--- src/periodic_box_wrap_defines.svh ---
// ---------------------------------------------------------------------------
// Periodic box wrap assertion macros
// Shared concurrent assertion forms on i_clk with synchronous reset.
// ---------------------------------------------------------------------------
`ifndef PERIODIC_BOX_WRAP_DEFINES_SVH
`define PERIODIC_BOX_WRAP_DEFINES_SVH

// same-cycle implication
`define PBW_ASSERT_NOW(lbl, ante, cons) \
    lbl: assert property (@(posedge i_clk) disable iff (!i_rst_n) (ante) |-> (cons)) \
        else $error("periodic_box_wrap assertion failed");

// next-cycle implication
`define PBW_ASSERT_NEXT(lbl, ante, cons) \
    lbl: assert property (@(posedge i_clk) disable iff (!i_rst_n) (ante) |=> (cons)) \
        else $error("periodic_box_wrap assertion failed");

`endif

--- src/pbw_pkg.sv ---
// ---------------------------------------------------------------------------
// Periodic box wrap package
// Widths, register indexes, shared types and helper functions.
// ---------------------------------------------------------------------------
`default_nettype none

package pbw_pkg;

    localparam int MAX_PASSES = 10;
    localparam int COORD_BITS = 21;
    localparam int COORD_W    = 21;
    localparam int VEC_W      = 3 * COORD_W;
    localparam int MUL_W      = COORD_W + 2;
    localparam int NRM_W      = 2 * COORD_W + 1;
    localparam int HALF_W     = COORD_W;
    localparam int ACC_W      = 68;
    localparam int PASS_W     = $clog2(MAX_PASSES + 1);
    localparam int ADDR_W     = 3;

    localparam logic [ADDR_W-1:0] REG_MODE    = 3'd0;
    localparam logic [ADDR_W-1:0] REG_EDGE_A  = 3'd1;
    localparam logic [ADDR_W-1:0] REG_EDGE_B  = 3'd2;
    localparam logic [ADDR_W-1:0] REG_EDGE_C  = 3'd3;
    localparam logic [ADDR_W-1:0] REG_ORIGIN  = 3'd4;
    localparam logic [ADDR_W-1:0] REG_LOWER   = 3'd5;
    localparam logic [ADDR_W-1:0] REG_LENGTHS = 3'd6;

    localparam logic signed [MUL_W-1:0] SAT_HI =
        $signed(MUL_W'((1 << (COORD_BITS - 1)) - 1));
    localparam logic signed [MUL_W-1:0] SAT_LO = -SAT_HI - MUL_W'(1);

    typedef logic signed [COORD_W-1:0] t_coord;

    typedef struct packed {
        logic             mode;
        logic [VEC_W-1:0] edge_a;
        logic [VEC_W-1:0] edge_b;
        logic [VEC_W-1:0] edge_c;
        logic [VEC_W-1:0] origin;
        logic [VEC_W-1:0] lower;
        logic [VEC_W-1:0] lengths;
    } t_cfg;

    typedef enum logic [2:0] {
        K_CROSS,
        K_DOTE,
        K_DOTO,
        K_DOTT,
        K_PASS
    } t_kind;

    typedef struct packed {
        logic       wb;
        t_kind      kind;
        logic [1:0] j;
        logic [1:0] i;
    } t_tag;

    typedef struct packed {
        logic                    valid;
        logic                    clr;
        logic                    neg;
        logic                    shift;
        logic signed [MUL_W-1:0] ma;
        logic signed [MUL_W-1:0] mb;
        t_tag                    tag;
    } t_mac_op;

    function automatic t_coord vcomp(input logic [VEC_W-1:0] v, input logic [1:0] k);
        t_coord r;
        case (k)
            2'd0: r = v[COORD_W-1:0];
            2'd1: r = v[2*COORD_W-1:COORD_W];
            default: r = v[3*COORD_W-1:2*COORD_W];
        endcase
        return r;
    endfunction

    function automatic logic [1:0] inc3(input logic [1:0] k);
        return (k == 2'd2) ? 2'd0 : k + 2'd1;
    endfunction

    function automatic logic signed [MUL_W-1:0] s23(input t_coord x);
        return {{(MUL_W-COORD_W){x[COORD_W-1]}}, x};
    endfunction

    function automatic t_coord sat(input logic signed [MUL_W-1:0] v);
        logic signed [MUL_W-1:0] r;
        if (v > SAT_HI) begin
            r = SAT_HI;
        end else if (v < SAT_LO) begin
            r = SAT_LO;
        end else begin
            r = v;
        end
        return r[COORD_W-1:0];
    endfunction

endpackage

`default_nettype wire

--- src/pbw_cfg.sv ---
// ---------------------------------------------------------------------------
// Periodic box wrap configuration registers
// Decodes writes on the plain write port into the cell and box registers.
// ---------------------------------------------------------------------------
`default_nettype none

module pbw_cfg
    import pbw_pkg::*;
(
    input  wire logic              i_clk,
    input  wire logic              i_rst_n,
    input  wire logic              i_cfg_wr_en,
    input  wire logic [ADDR_W-1:0] i_cfg_addr,
    input  wire logic [VEC_W-1:0]  i_cfg_wdata,
    output t_cfg                   o_cfg
);

    t_cfg r_cfg;

    always_ff @(posedge i_clk) begin
        if (!i_rst_n) begin
            r_cfg <= '0;
        end else if (i_cfg_wr_en) begin
            case (i_cfg_addr)
                REG_MODE:    r_cfg.mode    <= i_cfg_wdata[0];
                REG_EDGE_A:  r_cfg.edge_a  <= i_cfg_wdata;
                REG_EDGE_B:  r_cfg.edge_b  <= i_cfg_wdata;
                REG_EDGE_C:  r_cfg.edge_c  <= i_cfg_wdata;
                REG_ORIGIN:  r_cfg.origin  <= i_cfg_wdata;
                REG_LOWER:   r_cfg.lower   <= i_cfg_wdata;
                REG_LENGTHS: r_cfg.lengths <= i_cfg_wdata;
                default: ;
            endcase
        end
    end

    assign o_cfg = r_cfg;

endmodule

`default_nettype wire

--- config.mk ---
export PLATFORM = sky130hd
export DESIGN_NAME = pbw_cfg
export DESIGN_NICKNAME = d
export VERILOG_FILES = /design/src/periodic_box_wrap_defines.svh /design/src/pbw_pkg.sv /design/src/pbw_cfg.sv
export SDC_FILE = /design/constraint.sdc
export NUM_CORES = 1
export LEC_CHECK = 0
export ABC_AREA = 0
export BUFFER_PORTS_ARGS = -buffer_cell sky130_fd_sc_hd__buf_2
export CAP_MARGIN = 20
export CORE_AREA = 2 2 227 251
export CTS_CLUSTER_SIZE = 24
export DETAILED_ROUTE_END_ITERATION = 12
export DIE_AREA = 0 0 229 253
export PLACE_DENSITY = 0.55
export SYNTH_ARGS = -nofsm -noshare
export SYNTH_HDL_FRONTEND = slang
export SYNTH_SLANG_ARGS = --single-unit
--- constraint.sdc ---
create_clock -name i_clk -period 1.17 [get_ports i_clk]
set_input_delay 0.1755 -clock i_clk [delete_from_list [all_inputs] [get_ports i_clk]]
set_output_delay 0.1755 -clock i_clk [all_outputs]
set_load 0.01 [all_outputs]
### Word-level counts from Yosys, hierarchy flattened

Index checks and enable logic that the tools add are counted.

* add/subtract/negate cells: 0
* multipliers: 0
* div/mod/pow operators: 0
* magnitude comparators: 0
* eq/ne operators: 6
* shift-type cells: 0
* multiplexer cells: 0
* bitwise gates (word level): 0
* reduce and logical (&&, ||, !) cells: 8

Operators by type and width (count)
* $reduce_and 2->1: 7
* $eq 3x3->1 const B: 3
* $eq 3x2->1 const B: 2
* $eq 3x1->1 const B: 1
* $logic_not 3->1: 1

* bits in registers: 379
* bits in latches: 0
* bits in writable memories: 0
* bits in read-only memories: 0
* input bits: 69
* output and inout port bits: 379
* logic and storage cells: 21
* memories kept: 0

### Logic depth before layout (Yosys ltp)

* depth in word-level cells: 2
* gate-level depth with buffers: 5
* depth with buffers taken out: 2

### Worst setup path before layout

Ideal clock, no wire load.

* kind: input-to-reg
* start point: in i_cfg_addr[2]
* end point: reg r_cfg, in the netlist o_cfg[316]
* setup time: 72 ps
* data arrival time: 928 ps
* data required time: 1098 ps
* slack: 170 ps
* cell stages on the path: 4
* path buffers: 2
* path through: and4bb_1 buf_6 buf_12 mux2i_1

* longest elaborated chain between the ends: 2

Ends and longest elaborated chain
* from (decl): RTL line pbw_cfg.sv:13 `input wire logic [ADDR_W-1:0] i_cfg_addr,`
* $eq 3x1->1: RTL line pbw_cfg.sv:24 `case (i_cfg_addr)`
* $reduce_and 2->1 (no line)
* to (decl): RTL line pbw_cfg.sv:18 `t_cfg r_cfg;`

No other way between the ends.
A chain may end at the register's enable or synchronous reset.

### Final worst setup path

* start point: reg r_cfg, in the netlist o_cfg[216]
* end point: out o_cfg[216] (netlist bit)

RTL lines
* to (decl): RTL line pbw_cfg.sv:15 `output t_cfg o_cfg`

No word-level cell between the ends.

==> impl_metrics.toml <==
[run_status]
status = "finished with violations"
violations = "negative setup slack"

[floorplan]
std_cell_rows = 91
dieHeight_um = 253
core-area_sq_um = 55600
die_x_um = 229
start_util = 0.247
num_io_pins = 448
dieArea_sq_um = 57900

[final_layout]
largest_reg_flops = 379
fin_nets = 1948
mostFrequentLayoutCells = "nand2_1 (442), mux2i_1 (379), dfxtp_2 (379), buf_6 (379), buf_4 (145)"
syn2layout_area_growth_pct = 62.4
drive_gt1_frac = 0.559
fin_area_sq_um = 22300
fin_util = 0.402
final_common_cell = "nand2_1"
final_cells = 2656

[min_path]
hold_class = "in -> reg"

[critical_path]
critPathCaptureType = "output port"
crit_buf_inv = 1
path_cells = "buf_6"
cp.required_ns = 0.99
critPathTopFamily = "flip-flops"
critPathLaunchType = "flip-flop"
path_max_fanout = 2
max_stage_delay_ns = 0.36
slowest_stage = "dfxtp_2"
cp.arrival_ns = 1.01
crit_type = "reg -> out"

[sta]
fin_crit_ns = 1.18
layout_setup_ws_ns = -0.0125
fin_tns_setup_ns = -0.122
fmax_mhz = 846
drv_slew = 0
rsz0062_at_grt = "yes"
setup_viol = 23
hold_viol_final = 0
worst_slew_pin_slew_ns = 0.618
finClkSkew_ns = 0
max_slew_margin = 0.587
min_period_over_period = 1.01
fin_hold_ws_ns = 0.0339

[clock_network]
cts_tree = "yes"
clkTransAtPathRegs_ns = 0.06
cts.sink_count = 379
clk_path_buf_depth = 3
cts-root-buf = "clkbuf_16"
clk_latency_ns = 0.54
cts_buffers = 42
cts_max_level = 2

[synthesis]
postSynthNetCount = 1367
netlist_instances = 1298
syn_avg_cell_area_sq_um = 10.6
synth_cell_types = 12
syn-cell-area_sq_um = 13700
yosys_warnings = 0
ys_ff_latch = 379
seq_area_frac_synth = 0.552

[grt]
grt_max_degree = 50
grt-ovfl-total = 0
antenna_found_initial = 0
grt_pass1_vias = 11700
track_usage = 0.153
grt_pass1_wl_mm = 69.0

[detailed_routing]
detail_route.first_pass.iterations = 4
via_per_inst = 4.28
drt_iter0_markers = 380
wire_per_inst_um = 17.4
vias = 11400
route.detailed.drc = 0
wl_mm = 46.3
antenna_left = 0

[placement]
place.gp.congestion = 0.782
port_buffers = 447
hpwl_mm = 31.7
placed_area_sq_um = 17400
dp.cells = 2498

[pwr]
powerDensity_nw_per_um2 = 1320
irDropWorstVdd_mv = 0.817
p_leak_nw = 11.2

[flow_run]
drv_cap = 0
worst register-to-register path: cells and delay by family, from the launching register on:
| kind | cells | cell delay [ns] |
|---|---|---|
| flip-flops | 1 | 0.33 |
| buffers and inverters | 2 | 0.25 |
| AND/OR/NAND/NOR | 1 | 0.05 |
| multiplexers | 1 | 0.06 |
cell type report:
| class | instances | area (sq um) |
|---|---|---|
| Clock buffer | 61 | 1230 |
| Tap cell | 744 | 931 |
| Timing Repair Buffer | 628 | 6330 |
| Clock inverter | 15 | 199 |
| Antenna cell | 1 | 2.50 |
| Multi-Input combinational cell | 828 | 5570 |
| Fill cell | 5349 | 33200 |
| Sequential cell | 379 | 8060 |
where the power goes:
group / total (mW) / switching, mW / internal (mW)
Clock: 13.6 / 5.41 / 8.24
Combinational: 2.41 / 1.21 / 1.19
Sequential: 13.5 / 0.214 / 13.2
Total: 29.5 / 6.84 / 22.7
cell families after synthesis:
| kind of cell | share of synthesized area |
|---|---|
| DFF | 0.552 |
| muxes | 0.276 |
| and+or+nand+nor | 0.126 |
| buffers and inverters | 0.0463 |
worst paths after layout:
| path | from | cells after the start | to | slack [ns] |
|---|---|---|---|---|
| worst max-delay path | o_cfg[216] | 1 | o_cfg[216] | -0.01 |
| worst min-delay path | i_cfg_wdata[13] | 3 | o_cfg[202] | 0.03 |
| worst max register to register | o_cfg[103] | 4 | o_cfg[103] | 0.36 |
| worst min register to register | o_cfg[367] | 2 | o_cfg[367] | 0.46 |
synthesized netlist by cell type (all sizes together):
| cell | instances | area, sq um |
|---|---|---|
| and4bb | 1 | 12.5 |
| buf | 67 | 547 |
| clkbuf | 24 | 90.1 |
| dfxtp | 379 | 7590 |
| mux2i | 379 | 3790 |
| nand2 | 442 | 1660 |
| nand4b | 3 | 26.3 |
| nand4bb | 2 | 22.5 |
| nor4b | 1 | 8.76 |
layer usage:
metal | track usage | share of wire | vias to the layer above | wire [um]
met1 | 0.171 | 0.40 | 5471 | 18300
li1 | - | - | 5447 | -
met3 | 0.0467 | 0.069 | 93 | 3190
met2 | 0.268 | 0.50 | 368 | 23000
met4 | 0.0662 | 0.040 | 0 | 1850
met5 | 0 | 0 | - | 0
stage by stage:
step	worst slack (ns)	power, mW
3_5_place_dp	-0.598	15.6
2_1_floorplan	0.170	14.6
4_1_cts	-0.0562	29.8
3_3_place_gp	-0.585	15.6
6_report	-0.0125	29.5
5_1_grt	-0.0658	30.7
repair_timing:
action	in CTS	in global routing
setup endpoints to repair	380	379
setup buffers	22	49
hold buffers	10	0
hold endpoints to repair	42	0
pin swaps	0	0
resized for setup	819	0
Note: power is estimated with default switching activity, not from simulation.
