==> src/periodic_box_wrap_defines.svh <==
// ---------------------------------------------------------------------------
// Periodic box wrap assertion macros
// Shared concurrent assertion forms on i_clk with synchronous reset.
// ---------------------------------------------------------------------------
`ifndef PERIODIC_BOX_WRAP_DEFINES_SVH
`define PERIODIC_BOX_WRAP_DEFINES_SVH

// same-cycle implication
`define PBW_ASSERT_NOW(lbl, ante, cons) \
    lbl: assert property (@(posedge i_clk) disable iff (!i_rst_n) (ante) |-> (cons)) \
        else $error("periodic_box_wrap assertion failed");

// next-cycle implication
`define PBW_ASSERT_NEXT(lbl, ante, cons) \
    lbl: assert property (@(posedge i_clk) disable iff (!i_rst_n) (ante) |=> (cons)) \
        else $error("periodic_box_wrap assertion failed");

`endif

==> src/pbw_pkg.sv <==
// ---------------------------------------------------------------------------
// Periodic box wrap package
// Widths, register indexes, shared types and helper functions.
// ---------------------------------------------------------------------------
`default_nettype none

package pbw_pkg;

    localparam int MAX_PASSES = 10;
    localparam int COORD_BITS = 21;
    localparam int COORD_W    = 21;
    localparam int VEC_W      = 3 * COORD_W;
    localparam int MUL_W      = COORD_W + 2;
    localparam int NRM_W      = 2 * COORD_W + 1;
    localparam int HALF_W     = COORD_W;
    localparam int ACC_W      = 68;
    localparam int PASS_W     = $clog2(MAX_PASSES + 1);
    localparam int ADDR_W     = 3;

    localparam logic [ADDR_W-1:0] REG_MODE    = 3'd0;
    localparam logic [ADDR_W-1:0] REG_EDGE_A  = 3'd1;
    localparam logic [ADDR_W-1:0] REG_EDGE_B  = 3'd2;
    localparam logic [ADDR_W-1:0] REG_EDGE_C  = 3'd3;
    localparam logic [ADDR_W-1:0] REG_ORIGIN  = 3'd4;
    localparam logic [ADDR_W-1:0] REG_LOWER   = 3'd5;
    localparam logic [ADDR_W-1:0] REG_LENGTHS = 3'd6;

    localparam logic signed [MUL_W-1:0] SAT_HI =
        $signed(MUL_W'((1 << (COORD_BITS - 1)) - 1));
    localparam logic signed [MUL_W-1:0] SAT_LO = -SAT_HI - MUL_W'(1);

    typedef logic signed [COORD_W-1:0] t_coord;

    typedef struct packed {
        logic             mode;
        logic [VEC_W-1:0] edge_a;
        logic [VEC_W-1:0] edge_b;
        logic [VEC_W-1:0] edge_c;
        logic [VEC_W-1:0] origin;
        logic [VEC_W-1:0] lower;
        logic [VEC_W-1:0] lengths;
    } t_cfg;

    typedef enum logic [2:0] {
        K_CROSS,
        K_DOTE,
        K_DOTO,
        K_DOTT,
        K_PASS
    } t_kind;

    typedef struct packed {
        logic       wb;
        t_kind      kind;
        logic [1:0] j;
        logic [1:0] i;
    } t_tag;

    typedef struct packed {
        logic                    valid;
        logic                    clr;
        logic                    neg;
        logic                    shift;
        logic signed [MUL_W-1:0] ma;
        logic signed [MUL_W-1:0] mb;
        t_tag                    tag;
    } t_mac_op;

    function automatic t_coord vcomp(input logic [VEC_W-1:0] v, input logic [1:0] k);
        t_coord r;
        case (k)
            2'd0: r = v[COORD_W-1:0];
            2'd1: r = v[2*COORD_W-1:COORD_W];
            default: r = v[3*COORD_W-1:2*COORD_W];
        endcase
        return r;
    endfunction

    function automatic logic [1:0] inc3(input logic [1:0] k);
        return (k == 2'd2) ? 2'd0 : k + 2'd1;
    endfunction

    function automatic logic signed [MUL_W-1:0] s23(input t_coord x);
        return {{(MUL_W-COORD_W){x[COORD_W-1]}}, x};
    endfunction

    function automatic t_coord sat(input logic signed [MUL_W-1:0] v);
        logic signed [MUL_W-1:0] r;
        if (v > SAT_HI) begin
            r = SAT_HI;
        end else if (v < SAT_LO) begin
            r = SAT_LO;
        end else begin
            r = v;
        end
        return r[COORD_W-1:0];
    endfunction

endpackage

`default_nettype wire

==> src/pbw_mac.sv <==
// ---------------------------------------------------------------------------
// Periodic box wrap multiply-accumulate unit
// Shared 23x23 signed multiplier, registered product, shifted signed accumulate.
// ---------------------------------------------------------------------------
`default_nettype none

module pbw_mac
    import pbw_pkg::*;
(
    input  wire logic               i_clk,
    input  wire logic               i_rst_n,
    input  t_mac_op                 i_op,
    output logic signed [ACC_W-1:0] o_acc,
    output t_tag                    o_tag
);

    logic signed [2*MUL_W-1:0] r_prod;
    t_mac_op                   r_c1;
    t_tag                      r_tag2;
    logic signed [ACC_W-1:0]   r_acc;
    logic signed [ACC_W-1:0]   n_ext;
    logic signed [ACC_W-1:0]   n_term;

    always_comb begin
        n_ext  = {{(ACC_W-2*MUL_W){r_prod[2*MUL_W-1]}}, r_prod};
        n_term = r_c1.shift ? (n_ext <<< HALF_W) : n_ext;
        if (r_c1.neg) begin
            n_term = -n_term;
        end
    end

    always_ff @(posedge i_clk) begin
        r_prod <= i_op.ma * i_op.mb;
        if (r_c1.valid) begin
            r_acc <= (r_c1.clr ? '0 : r_acc) + n_term;
        end
        if (!i_rst_n) begin
            r_c1   <= '0;
            r_tag2 <= '0;
        end else begin
            r_c1   <= i_op;
            r_tag2 <= r_c1.valid ? r_c1.tag : '0;
        end
    end

    assign o_acc = r_acc;
    assign o_tag = r_tag2;

endmodule

`default_nettype wire

==> config.mk <==
export PLATFORM = sky130hd
export DESIGN_NAME = pbw_mac
export DESIGN_NICKNAME = d
export VERILOG_FILES = /design/src/periodic_box_wrap_defines.svh /design/src/pbw_pkg.sv /design/src/pbw_mac.sv
export SDC_FILE = /design/constraint.sdc
export NUM_CORES = 2
export LEC_CHECK = 0
export CORE_AREA = 2 2 254 306
export CTS_CLUSTER_SIZE = 24
export DETAILED_ROUTE_END_ITERATION = 12
export DIE_AREA = 0 0 256 308
export DONT_BUFFER_PORTS = 1
export GPL_ROUTABILITY_DRIVEN = 0
export PLACE_DENSITY = 0.6
export SETUP_SLACK_MARGIN = 0.02
export SLEW_MARGIN = 20
export SYNTH_ARGS = -nofsm -noshare
export SYNTH_HDL_FRONTEND = slang
export SYNTH_SLANG_ARGS = --single-unit
==> constraint.sdc <==
create_clock -name i_clk -period 20.8 [get_ports i_clk]
set_clock_uncertainty 0.1 [all_clocks]
set_input_delay 1.04 -clock i_clk [delete_from_list [all_inputs] [get_ports i_clk]]
set_output_delay 1.04 -clock i_clk [all_outputs]
set_load 0.03 [all_outputs]
### After elaboration in Yosys (flattened, before gate mapping)

Index checks and enable logic that the tools add are counted.

| word-level totals | value |
|---|---|
| flip-flop bits (word level) | 134 |
| output and inout bits | 76 |
| word-level logic and storage cells | 21 |

| operators by class | value |
|---|---|
| add/sub/neg operators | 2 |
| multipliers | 1 |
| mux-type cells | 3 |
| reductions and logical operators | 1 |

Operators by type and width:

| cell | count |
|---|---|
| 68-bit 2-to-1 mux | 2 |
| 68-bit adder | 1 |
| 67-bit negator with 68-bit output | 1 |
| 66-bit 2-to-1 mux | 1 |
| 23-bit by 23-bit multiplier with 46-bit output | 1 |
| 2-bit AND reduction | 1 |

### Logic depth before layout (Yosys ltp)

| logic depth | value |
|---|---|
| depth after elaboration | 4 |
| mapped depth | 28 |
| depth with buffers taken out | 26 |

### Worst setup path after synthesis

OpenSTA, ideal clock, no wires.

| path | value |
|---|---|
| path kind | in2reg |
| from | input i_op[44] (netlist bit) |
| to | register r_prod[44] |
| setup time | 0.144 ns |
| arrival time | 7.198 ns |
| data required time | 20.556 ns |
| setup slack | 13.359 ns |
| stages | 27 |
| buffers on the path | 1 |
| cells stage by stage | clkbuf_1 -> nand2_1 -> fa_1 -> inv_1 -> fa_1 -> inv_1 -> fa_1 -> inv_1 -> fa_1 -> inv_1 -> fa_1 -> inv_1 -> fa_1 -> inv_1 -> fa_1 -> inv_1 -> ha_1 -> a21o_1 -> a21o_1 -> a211oi_1 -> o21a_1 -> nand2_1 -> o31ai_1 -> o22ai_1 -> nor2_1 -> o21a_1 -> o311ai_0 |

| on the way | value |
|---|---|
| word-level cells in the longest chain between the ends | 1 |

Ends and longest elaborated chain:

| what | line | RTL |
|---|---|---|
| from (decl) | pbw_mac.sv:12 | `input t_mac_op i_op,` |
| 23-bit by 23-bit multiplier with 46-bit output | pbw_mac.sv:33 | `r_prod <= i_op.ma * i_op.mb;` |
| to (signal assigned) | pbw_mac.sv:33 |  |
| to (decl) | pbw_mac.sv:17 | `logic signed [2*MUL_W-1:0] r_prod;` |

Every way passes these cells.
A chain may end at the register's enable or synchronous reset.

### Worst setup path after layout

| path | value |
|---|---|
| from | input i_op[10] (netlist bit) |
| to | register r_prod[44] |

Same word-level chain as after synthesis.

==> flow_metrics.env <==
export IMPL_reg2reg_depth=23
export IMPL_clk_pin_slew_ps=60
export IMPL_clk_latency_ps=440
export IMPL_period_share_pct=36.3
export IMPL_grt_antenna_before_repair=0
export IMPL_finalNonFillerCells=4266
export IMPL_setup_viol=0
export IMPL_synth_edf_count=68
export IMPL_syn_inst=3359
export IMPL_min_path_type="flop to flop"
export IMPL_yosysSeqAreaShare_pct=11.2
export IMPL_netlist_area_sq_mm=0.0301
export IMPL_yosysMostFrequentCell="inv_1"
export IMPL_tns_ps=0
export IMPL_slew_headroom_pct=33.0
export IMPL_die_h_um=308
export IMPL_drive_gt1_share_pct=2.46
export IMPL_placementRows=111
export IMPL_grt_pass1_vias=23400
export IMPL_r2r_slack_ps=13820
export IMPL_cts_hold_buf=0
export IMPL_htreeDepth=4
export IMPL_vias_per_cell=5.19
export IMPL_r2r_start="r_c1[54]"
export IMPL_grt_total_usage_pct=21.9
export IMPL_yosys_area_share_simple_pct=17.3
export IMPL_synth_ff_type="edfxtp_1"
export IMPL_grt_pass1_wl_um=135000
export IMPL_r2r_end="o_acc[67]"
export IMPL_status="completed"
export IMPL_placed_cells=4234
export IMPL_endpoint="r_prod[44]"
export IMPL_synth_top_cell_area_share_pct=37.7
export IMPL_synth_xor_area_share_pct=4.98
export IMPL_fmax_mhz=132
export IMPL_ctsLongestPathBuffers=2
export IMPL_fillers=7689
export IMPL_syn_avg_cell_area_sq_um=8.95
export IMPL_cts_setup_buffers=0
export IMPL_async_flop_share_pct=0
export IMPL_maxSlewViolCount=0
export IMPL_crit_path_start="i_op[10]"
export IMPL_post_dp_hpwl_um=69500
export IMPL_worstMarginPinSlew_ps=1010
export IMPL_worstSetupStartpointType="primary input"
export IMPL_finalCriticalPeriod_ps=7550
export IMPL_holdPathStages=1
export IMPL_path_class="primary input to flop"
export IMPL_setup_slack_ps=13250
export IMPL_vias=22100
export IMPL_drc=0
export IMPL_drv_cap=0
export IMPL_syn_to_final_growth_pct=4.51
export IMPL_cts_sinks=134
export IMPL_die_area_sq_mm=0.0788
export IMPL_synth_area_leaders="fa_1 (38%), ha_1 (8.0%), inv_1 (7.9%)"
export IMPL_numCtsBuffers=17
export IMPL_yosys_cell_types_count=83
export IMPL_yosys_register_bits=134
export IMPL_cts_tree="built"
export IMPL_cts_resized_gates=0
export IMPL_final_nets=4055
export IMPL_synth_fa_ha_area_share_pct=45.7
export IMPL_synth_mux_area_share_pct=0.953
export IMPL_hold_viol=0
export IMPL_grt_max_degree=77
export IMPL_critPathMaxFanout=23
export IMPL_syn_nets=4178
export IMPL_endpoint_kind="flop"
export IMPL_num_antenna_cells=0
export IMPL_cp_arrival_ps=7750
export IMPL_post_drt_wl_per_cell_um=19.9
export IMPL_firstDrtPassIters=6
export IMPL_fp_dieW_um=256
export IMPL_antenna_left=0
export IMPL_initialDrtViolationCount=1515
export IMPL_synth_top_cell_by_area="fa_1"
export IMPL_io_pins=136
export IMPL_crit_required_ps=21000
export IMPL_cts_root_buf="clkbuf_16"
export IMPL_port_buffers=0
export IMPL_core_area_sq_mm=0.0760
export IMPL_routed_wl_um=84700
export IMPL_pre_cts_slack_ps=12760
export IMPL_synth_top_family_by_area="adder cells"
export IMPL_start_util_pct=39.6
export IMPL_synth_compound_gate_area_share_pct=9.81
export IMPL_rsz0062_at_grt="no"
export IMPL_yosys_warnings=0
export IMPL_yosys_top_cells_count="inv_1 (635), fa_1 (566), nand2_1 (370), and2_1 (260), ha_1 (193)"
export IMPL_post_route_util_pct=41.4
export IMPL_grt_overflow=0
## sequential cells by signal (all words and copies together), names as in the netlist
name	count
o_acc	68
r_prod	46
r_c1	12
o_tag	8
## how the worst min path moves through the flow
stage | start | endpoint | slack, ps
after floorplan | r_c1[0] | o_tag[0] | 340
after global placement | r_c1[0] | o_tag[0] | 350
after detailed placement | r_c1[1] | o_tag[1] | 350
after CTS | r_c1[1] | o_tag[1] | 370
after global routing | r_c1[0] | o_tag[0] | 390
final | r_c1[1] | o_tag[1] | 370
## placed cells by master (no fill, tap or decap), types with 18 or more instances in the layout
cell / instances
a21oi_1: 135
edfxtp_1: 68
xnor2_1: 89
nand2_1: 370
nand4_1: 19
dfxtp_1: 62
o21ai_0: 89
clkbuf_16: 22
a31oi_1: 18
inv_1: 635
nand3_1: 35
mux2i_1: 23
ha_1: 193
xor2_1: 82
and3_1: 20
fa_1: 566
and2_1: 260
nor2_1: 113
nor3_1: 35
nand2b_1: 21
nor2b_1: 90
o31ai_1: 27
a211oi_1: 18
a21o_1: 67
## per-layer routing
layer  vias up  part of all wire [%]  GRT usage [%]
met4         0                   3.1           6.57
met2       678                    49           38.4
met1     11100                    42           28.1
li1      10200                     -              -
met5         -                     0              0
met3       128                   5.5           3.10
## area by class of cell
cell class	count	area (sq um)	area share [%]
Timing Repair Buffer	6	45.0	0.143
Inverter	637	2390	7.61
Multi-Input combinational cell	2440	23700	75.4
Clock buffer	23	554	1.76
Tap cell	1017	1270	4.05
Sequential cell	134	3370	10.7
Clock inverter	9	95.1	0.303
## worst max-delay path, stage by stage
cell	delay [ps]
nand2_1	60
fa_1	530
inv_1	50
fa_1	480
inv_1	70
fa_1	540
inv_1	50
fa_1	500
inv_1	60
fa_1	540
inv_1	50
fa_1	480
inv_1	50
fa_1	480
inv_1	40
ha_1	340
a21o_1	190
a21o_1	170
a211oi_1	230
o21a_1	220
nand2_1	110
o31ai_1	610
o22ai_1	240
nor2_1	270
o21a_1	180
o311ai_0	150
## kinds of logic after synthesis
group,count (synthesis)
xor+xnor,171
simple gates,1023
fa+ha+maj,759
buf+inv,785
compound gates,459
mux,28
flops,134
## metrics by stage
step | hold WS (ps) | area (sq um)
floorplan | 344 | 30100
global placement | 347 | 30800
detailed placement | 352 | 30800
CTS | 368 | 31400
global route | 387 | 31400
finish | 367 | 31400
Power is not shown: default switching activity piles up to over one toggle a cycle in this logic, so the estimate is an artifact.
